## config.mk

```make
export PLATFORM = sky130hd
export DESIGN_NAME = prime_count_in_range
export DESIGN_NICKNAME = d
export VERILOG_FILES = /design/src/hw/rtl/pcr_pkg.sv /design/src/hw/rtl/pcr_dp.sv /design/src/hw/rtl/pcr_ctrl.sv /design/src/hw/rtl/prime_count_in_range.sv
export SDC_FILE = /design/constraint.sdc
export NUM_CORES = 1
export LEC_CHECK = 0
export BUFFER_PORTS_ARGS = -buffer_cell sky130_fd_sc_hd__buf_2
export CORE_MARGIN = 2
export CORE_UTILIZATION = 55
export DETAILED_ROUTE_END_ITERATION = 8
export GPL_TIMING_DRIVEN = 0
export PLACE_DENSITY_LB_ADDON = 0.15
export SLEW_MARGIN = 20
export SYNTH_ARGS = -nofsm -noshare
export SYNTH_HDL_FRONTEND = slang
export SYNTH_SLANG_ARGS = --single-unit
```

## constraint.sdc

```tcl
create_clock -name i_clk -period 3.22 [get_ports i_clk]
set_input_delay 0.644 -clock i_clk [delete_from_list [all_inputs] [get_ports i_clk]]
set_output_delay 0.644 -clock i_clk [all_outputs]
set_load 0.03 [all_outputs]
```

## src/hw/rtl/pcr_pkg.sv

```systemverilog
// Package for the prime counter: field widths, parameter defaults,
// and the command and status structs between controller and datapath.
// Depends on nothing.
package pcr_pkg;

    localparam int FIELD_W        = 16;
    localparam int COUNT_W        = 17;
    localparam int VALUE_BITS_DEF = 16;

    // Commands from controller to datapath
    typedef struct packed {
        logic load;
        logic cand_next;
        logic div_init;
        logic div_next;
        logic mod_init;
        logic mod_step;
        logic count_inc;
        logic publish;
    } t_cmd;

    // Status from datapath to controller
    typedef struct packed {
        logic empty;
        logic cand_small;
        logic last_cand;
        logic sq_gt;
        logic mod_last;
        logic rem_zero;
    } t_sts;

    // Operand width actually used: inputs are masked to the narrower of the two
    function automatic int op_width(input int vb);
        return (vb < FIELD_W) ? vb : FIELD_W;
    endfunction

endpackage

```

## src/hw/rtl/pcr_dp.sv

```systemverilog
// Datapath of the prime counter: candidate, divisor and square, a
// bit-serial remainder unit, the running count and the output register.
// Depends on pcr_pkg.
module pcr_dp #(
    parameter int VALUE_BITS = pcr_pkg::VALUE_BITS_DEF
) (
    input  logic                         i_clk,
    input  logic [pcr_pkg::FIELD_W-1:0]  i_range_low,
    input  logic [pcr_pkg::FIELD_W-1:0]  i_range_high,
    input  pcr_pkg::t_cmd                i_cmd,
    output pcr_pkg::t_sts                o_sts,
    output logic [pcr_pkg::COUNT_W-1:0]  o_prime_count
);
    import pcr_pkg::*;

    localparam int OP_W  = op_width(VALUE_BITS);
    localparam int D_W   = (OP_W + 1) / 2 + 1;
    localparam int SQ_W  = OP_W + 2;
    localparam int BC_W  = $clog2(OP_W);
    localparam int CNT_W = OP_W + 1;

    logic [OP_W-1:0]  r_cand;
    logic [OP_W-1:0]  r_hi;
    logic [D_W-1:0]   r_div;
    logic [SQ_W-1:0]  r_sq;
    logic [D_W-1:0]   r_rem;
    logic [BC_W-1:0]  r_bit;
    logic [CNT_W-1:0] r_count;
    logic [CNT_W-1:0] r_out;

    logic [D_W:0]     rem_sh;
    logic [D_W-1:0]   n_rem;

    // One restoring step: shift in the next candidate bit, subtract if it fits
    always_comb begin
        rem_sh = {r_rem, r_cand[r_bit]};
        if (rem_sh >= {1'b0, r_div}) begin
            n_rem = D_W'(rem_sh - {1'b0, r_div});
        end else begin
            n_rem = rem_sh[D_W-1:0];
        end
    end

    // Candidate, bound and count
    always_ff @(posedge i_clk) begin
        if (i_cmd.load) begin
            r_cand  <= i_range_low[OP_W-1:0];
            r_hi    <= i_range_high[OP_W-1:0];
            r_count <= '0;
        end else begin
            if (i_cmd.cand_next) begin
                r_cand <= r_cand + 1'b1;
            end
            if (i_cmd.count_inc) begin
                r_count <= r_count + 1'b1;
            end
        end
    end

    // Divisor and its square, advanced by (d+1)^2 = d^2 + 2d + 1
    always_ff @(posedge i_clk) begin
        if (i_cmd.div_init) begin
            r_div <= D_W'(2);
            r_sq  <= SQ_W'(4);
        end else if (i_cmd.div_next) begin
            r_div <= r_div + 1'b1;
            r_sq  <= r_sq + SQ_W'({r_div, 1'b1});
        end
    end

    // Remainder unit, one bit per cycle from the top
    always_ff @(posedge i_clk) begin
        if (i_cmd.mod_init) begin
            r_rem <= '0;
            r_bit <= BC_W'(OP_W - 1);
        end else if (i_cmd.mod_step) begin
            r_rem <= n_rem;
            r_bit <= r_bit - 1'b1;
        end
    end

    // Output register
    always_ff @(posedge i_clk) begin
        if (i_cmd.publish) begin
            r_out <= r_count;
        end
    end

    assign o_prime_count = COUNT_W'(r_out);

    assign o_sts.empty      = (r_cand > r_hi);
    assign o_sts.cand_small = (r_cand[OP_W-1:1] == '0);
    assign o_sts.last_cand  = (r_cand == r_hi);
    assign o_sts.sq_gt      = (r_sq > SQ_W'(r_cand));
    assign o_sts.mod_last   = (r_bit == '0);
    assign o_sts.rem_zero   = (r_rem == '0);

endmodule

```

## src/hw/rtl/pcr_ctrl.sv

```systemverilog
// Controller of the prime counter: sequences candidates, divisors and
// remainder steps, and owns the input stall and the output valid.
// Depends on pcr_pkg.
module pcr_ctrl (
    input  logic          i_clk,
    input  logic          i_rst_n,
    input  logic          i_valid,
    input  logic          i_stall,
    input  pcr_pkg::t_sts i_sts,
    output pcr_pkg::t_cmd o_cmd,
    output logic          o_stall,
    output logic          o_valid
);
    import pcr_pkg::*;

    typedef enum logic [2:0] {
        S_IDLE,
        S_RANGE,
        S_CAND,
        S_TEST,
        S_MOD,
        S_REM,
        S_ADV,
        S_FINISH
    } t_state;

    t_state r_state;
    t_state n_state;
    logic   r_out_valid;
    logic   n_out_valid;

    // Next state and commands
    always_comb begin
        n_state     = r_state;
        n_out_valid = r_out_valid & i_stall;
        o_cmd       = '0;
        case (r_state)
            S_IDLE: begin
                if (i_valid) begin
                    o_cmd.load = 1'b1;
                    n_state    = S_RANGE;
                end
            end
            S_RANGE: begin
                n_state = i_sts.empty ? S_FINISH : S_CAND;
            end
            S_CAND: begin
                if (i_sts.cand_small) begin
                    n_state = S_ADV;
                end else begin
                    o_cmd.div_init = 1'b1;
                    n_state        = S_TEST;
                end
            end
            S_TEST: begin
                // No divisor up to the square root divided it: prime
                if (i_sts.sq_gt) begin
                    o_cmd.count_inc = 1'b1;
                    n_state         = S_ADV;
                end else begin
                    o_cmd.mod_init = 1'b1;
                    n_state        = S_MOD;
                end
            end
            S_MOD: begin
                o_cmd.mod_step = 1'b1;
                if (i_sts.mod_last) begin
                    n_state = S_REM;
                end
            end
            S_REM: begin
                if (i_sts.rem_zero) begin
                    n_state = S_ADV;
                end else begin
                    o_cmd.div_next = 1'b1;
                    n_state        = S_TEST;
                end
            end
            S_ADV: begin
                if (i_sts.last_cand) begin
                    n_state = S_FINISH;
                end else begin
                    o_cmd.cand_next = 1'b1;
                    n_state         = S_CAND;
                end
            end
            S_FINISH: begin
                // Hold until the output register is free
                if (!r_out_valid || !i_stall) begin
                    o_cmd.publish = 1'b1;
                    n_out_valid   = 1'b1;
                    n_state       = S_IDLE;
                end
            end
            default: begin
                n_state = S_IDLE;
            end
        endcase
    end

    // State and output valid
    always_ff @(posedge i_clk) begin
        if (!i_rst_n) begin
            r_state     <= S_IDLE;
            r_out_valid <= 1'b0;
        end else begin
            r_state     <= n_state;
            r_out_valid <= n_out_valid;
        end
    end

    assign o_stall = (r_state != S_IDLE);
    assign o_valid = r_out_valid;

endmodule

```

## src/hw/rtl/prime_count_in_range.sv

```systemverilog
// Prime counter over an inclusive range by trial division; OP_W operand bits (16 default).
// Per candidate: zero and one are passed over; any other value is tried against divisors
// from 2 upward, bit-serially, until one divides it (composite) or the divisor's square
// exceeds it (prime, counted); an empty range goes straight to the result.
// Throughput: one item at a time; the next item is taken while a result waits.
// Reset: synchronous, active low; clears the controller and the output valid.
module prime_count_in_range #(
    parameter int VALUE_BITS = pcr_pkg::VALUE_BITS_DEF
) (
    input  logic                         i_clk,
    input  logic                         i_rst_n,
    input  logic                         i_valid,
    output logic                         o_stall,
    input  logic [pcr_pkg::FIELD_W-1:0]  i_range_low,
    input  logic [pcr_pkg::FIELD_W-1:0]  i_range_high,
    output logic                         o_valid,
    input  logic                         i_stall,
    output logic [pcr_pkg::COUNT_W-1:0]  o_prime_count
);
    import pcr_pkg::*;

    t_cmd cmd;
    t_sts sts;

    pcr_ctrl u_ctrl (
        .i_clk   (i_clk),
        .i_rst_n (i_rst_n),
        .i_valid (i_valid),
        .i_stall (i_stall),
        .i_sts   (sts),
        .o_cmd   (cmd),
        .o_stall (o_stall),
        .o_valid (o_valid)
    );

    pcr_dp #(
        .VALUE_BITS (VALUE_BITS)
    ) u_dp (
        .i_clk         (i_clk),
        .i_range_low   (i_range_low),
        .i_range_high  (i_range_high),
        .i_cmd         (cmd),
        .o_sts         (sts),
        .o_prime_count (o_prime_count)
    );

    // A prime is counted only once its square-root bound is passed
    a_count_only_prime: assert property (@(posedge i_clk) disable iff (!i_rst_n)
        cmd.count_inc |-> (sts.sq_gt && !sts.cand_small))
        else $error("count advanced without a prime verdict");

    // Busy straight after taking an item
    a_busy_after_accept: assert property (@(posedge i_clk) disable iff (!i_rst_n)
        (i_valid && !o_stall) |=> o_stall)
        else $error("input not stalled after accept");

    // Never overwrite a result still waiting downstream
    a_publish_free: assert property (@(posedge i_clk) disable iff (!i_rst_n)
        cmd.publish |-> (!o_valid || !i_stall))
        else $error("result overwritten while stalled");

    // A published result is presented next cycle
    a_publish_valid: assert property (@(posedge i_clk) disable iff (!i_rst_n)
        cmd.publish |=> o_valid)
        else $error("published result not presented");

endmodule

```

==> results.py <==
metrics = {
    "grt": {
        "grt_max_degree": 26,
        "grt_usage_pct": 25.6,
        "grt_pass1_vias": 5403,
        "grt_pass1_wl_mm": 26.0,
        "use_met3_pct": 5.83,
        "met1_usage_pct": 33.6,
        "grt_overflow_total": 0,
        "use_met2_pct": 41.6,
        "antenna_found_initial": 0,
        "busiest_layer": "met2",
    },
    "drt": {
        "wire_per_inst_um": 17.2,
        "wirelength_mm": 15.7,
        "drc": 0,
        "drtIter0Drc": 338,
        "vias": 5492,
        "dr.pass1.iters": 5,
        "viasPerCell": 6.02,
        "detail-route-antenna-nets": 0,
    },
    "setup_path": {
        "path_class": "reg -> reg",
        "slowest_stage": "o31ai_1",
        "rr_worst_depth": 10,
        "slowest_delay_ns": 0.54,
        "cp-start-kind": "flop",
        "end_kind": "flop",
        "crit_fanout": 7,
        "cp.arrival_ns": 3.41,
        "path_cells": "buf_8 -> mux4_2 -> mux4_2 -> inv_2 -> ha_4 -> nand2_1 -> o31ai_1 -> o21ai_1 -> or3b_4 -> a21oi_2",
        "r2r_slack_ns": 0.11,
        "cp_common_cell": "mux4_2",
        "r2r_start": "u_dp.r_bit[2]",
        "reg2reg_to": "u_dp.r_rem[6]",
        "crit_required_ns": 3.51,
    },
    "placed_design": {
        "dp_hpwl_mm": 11.4,
        "placedInstanceArea_um2": 6950,
        "dp_slack_ns": -0.372,
        "io_buffers": 54,
        "gp_congestion": 0.902,
    },
    "sta": {
        "relSlewSlack_pct": 49.8,
        "fin_crit_ns": 3.11,
        "rsz0062_at_grt": "true",
        "clock_skew_ns": 0.00793,
        "max_slew.worst_pin.slew_ns": 0.747,
        "hold_viol_final": 0,
        "finalCritPeriodShare_pct": 96.6,
        "finalSetupViolCount": 0,
        "fin_ws_ns": 0.108,
        "final_max_slew_viol_count": 0,
        "timing.fmax_mhz": 321,
    },
    "logic_synthesis": {
        "ys_seq_elements": 110,
        "yosysTopAreaCell": "edfxtp_1",
        "synth_top_area_share_pct": 22.8,
        "ys.flop_type": "dfxtp_1",
        "synth_edf_count": 49,
        "yosysWarnings": 0,
        "synth_area_um2": 6460,
        "synth_cells": 681,
        "synth.avg_cell_area_um2": 9.49,
        "synthesis.nets": 773,
        "ys_types": 67,
        "synth_area_leaders": "edfxtp_1 23%, dfxtp_1 19%, ha_1 10%, xnor2_1 4.1%, nand2_1 3.9%",
        "synth-seq-area-share_pct": 41.6,
        "async_flop_share_pct": 0,
    },
    "floorplan": {
        "core_um2": 11500,
        "dieHeight_um": 112,
        "ios": 55,
        "initial_utilization_pct": 56.4,
        "die_w_um": 112,
        "die-area_um2": 12600,
        "rows": 39,
    },
    "power_and_ir_drop": {
        "power_density_nw_per_um2": 690,
        "p_leak_nw": 3.00,
        "irDropWorstVdd_mv": 0.628,
    },
    "hold_path": {
        "holdPathEnd": "u_dp.r_hi[13]",
        "worstHoldStart": "i_range_high[13]",
        "min_path_type": "in -> reg",
        "holdPathStages": 1,
    },
    "final_layout": {
        "utilization_pct": 64.9,
        "area_delta_synth_final_pct": 15.1,
        "fin_nets": 857,
        "drive_gt1_share_pct": 16.5,
        "final_cell_area_um2": 7440,
        "n_antenna_cell": 0,
    },
    "clock_network": {
        "cts.clk_slew.worst_paths_ns": 0.07,
        "cts_tree": "done",
        "cts_sinks": 110,
        "clock_tree.buffer_depth": 2,
        "hold_buffers": 0,
        "cts_root_buffer": "clkbuf_16",
        "cts_max_level": 3,
        "clock_latency_ns": 0.36,
        "numCtsBuffers": 9,
    },
    "outcome": {
        "status": "finished clean",
    },
    "run": {
        "cap_violations": 0,
    },
}
==> logic make-up (layout without fill, tap and decap cells) <==
| family | Yosys count | in the layout | share of synthesized area [%] |
|---|---|---|---|
| simple gates | 234 | 234 | 18.9 |
| compound gates | 157 | 157 | 16.3 |
| flops | 110 | 110 | 41.6 |
| buf+inv | 80 | 169 | 4.90 |
| fa+ha+maj | 56 | 56 | 11.1 |
| xor+xnor | 35 | 35 | 4.74 |
| mux | 9 | 9 | 2.36 |
==> how the worst max path moves through the flow <==
stage,from,to,slack (ns),cells after the start
2_1_floorplan,u_dp.r_bit[0],u_dp.r_rem[2],0.01,13
3_3_place_gp,u_dp.r_cand[2],u_dp.r_rem[2],-0.34,13
3_5_place_dp,u_dp.r_cand[2],u_dp.r_rem[2],-0.37,13
4_1_cts,u_dp.r_bit[0],u_dp.r_rem[5],0.005,13
5_1_grt,u_dp.r_cand[15],u_dp.r_rem[6],-0.04,9
6_report,u_dp.r_bit[2],u_dp.r_rem[6],0.11,10
==> Yosys cell counts, types with 21 or more instances <==
library cell   n
a21oi_1       41
clkbuf_1      21
dfxtp_1       61
edfxtp_1      49
ha_1          54
inv_1         54
nand2_1       68
nand3_1       21
nand4_1       22
nor2_1        41
o21ai_0       31
xnor2_1       30
==> placed cells by master, fill, tap and decap left out, drive strengths merged, types with 30 or more instances in the layout <==
| cell type | netlist | final |
|---|---|---|
| dfxtp | 61 | 61 |
| ha | 54 | 54 |
| buf | 5 | 82 |
| a21oi | 41 | 41 |
| inv | 54 | 58 |
| nor2 | 41 | 41 |
| nand2 | 68 | 68 |
| edfxtp | 49 | 49 |
| xnor2 | 30 | 30 |
| o21ai | 31 | 31 |
==> worst max-delay path: cells and delay by family (launching register included) <==
kind / cells / cell delay, ns
mux: 2 / 1.00
compound gates: 3 / 0.88
simple gates: 2 / 0.49
flops: 1 / 0.35
buf+inv: 2 / 0.22
fa+ha+maj: 1 / 0.12
==> metal layers <==
layer,wire length (um),share of wire [%]
met5,0,0
met4,420,2.7
met3,1060,6.7
met2,7320,47
met1,6910,44
==> where the power goes <==
part	switching [mW]	total (mW)	internal, mW
Clock	0.541	1.08	0.541
Sequential	0.177	1.86	1.69
Combinational	1.20	2.19	0.987
==> timing repair <==
| action | in CTS | in global routing |
|---|---|---|
| buffers inserted | 17 | 3 |
| pin swaps | 2 | 6 |
| resized for setup | 12 | 11 |
| endpoints found under the setup margin | 9 | 9 |
| hold endpoints to repair | 0 | 0 |
==> metrics by stage <==
step | power (mW) | cells | hold WS, ns | TNS, ns
final | 5.13 | 913 | 0.453 | 0
after detailed placement | 3.74 | 880 | 0.438 | -2.17
after global placement | 3.66 | 878 | 0.446 | -2.57
after global routing | 5.45 | 913 | 0.439 | -0.0585
after floorplan | 3.28 | 681 | 0.422 | 0
after CTS | 5.02 | 911 | 0.447 | 0
==> area by class of cell <==
cell class,instances,area [um^2]
buffer,23,115
clock buffer,10,229
clock inverter,6,52.6
fill,941,4030
inverter,54,203
multi-input combinational,491,3530
sequential,110,2690
tap,143,179
timing repair buffer,76,443
==> flip-flops by register name, indices dropped and copies added, names as in the netlist <==
name / flops
u_ctrl.o_valid: 1
u_ctrl.r_state: 3
u_dp.o_prime_count: 17
u_dp.r_bit: 4
u_dp.r_cand: 16
u_dp.r_count: 17
u_dp.r_div: 9
u_dp.r_hi: 16
u_dp.r_rem: 9
u_dp.r_sq: 18
Note: power is estimated with default switching activity, not from simulation.
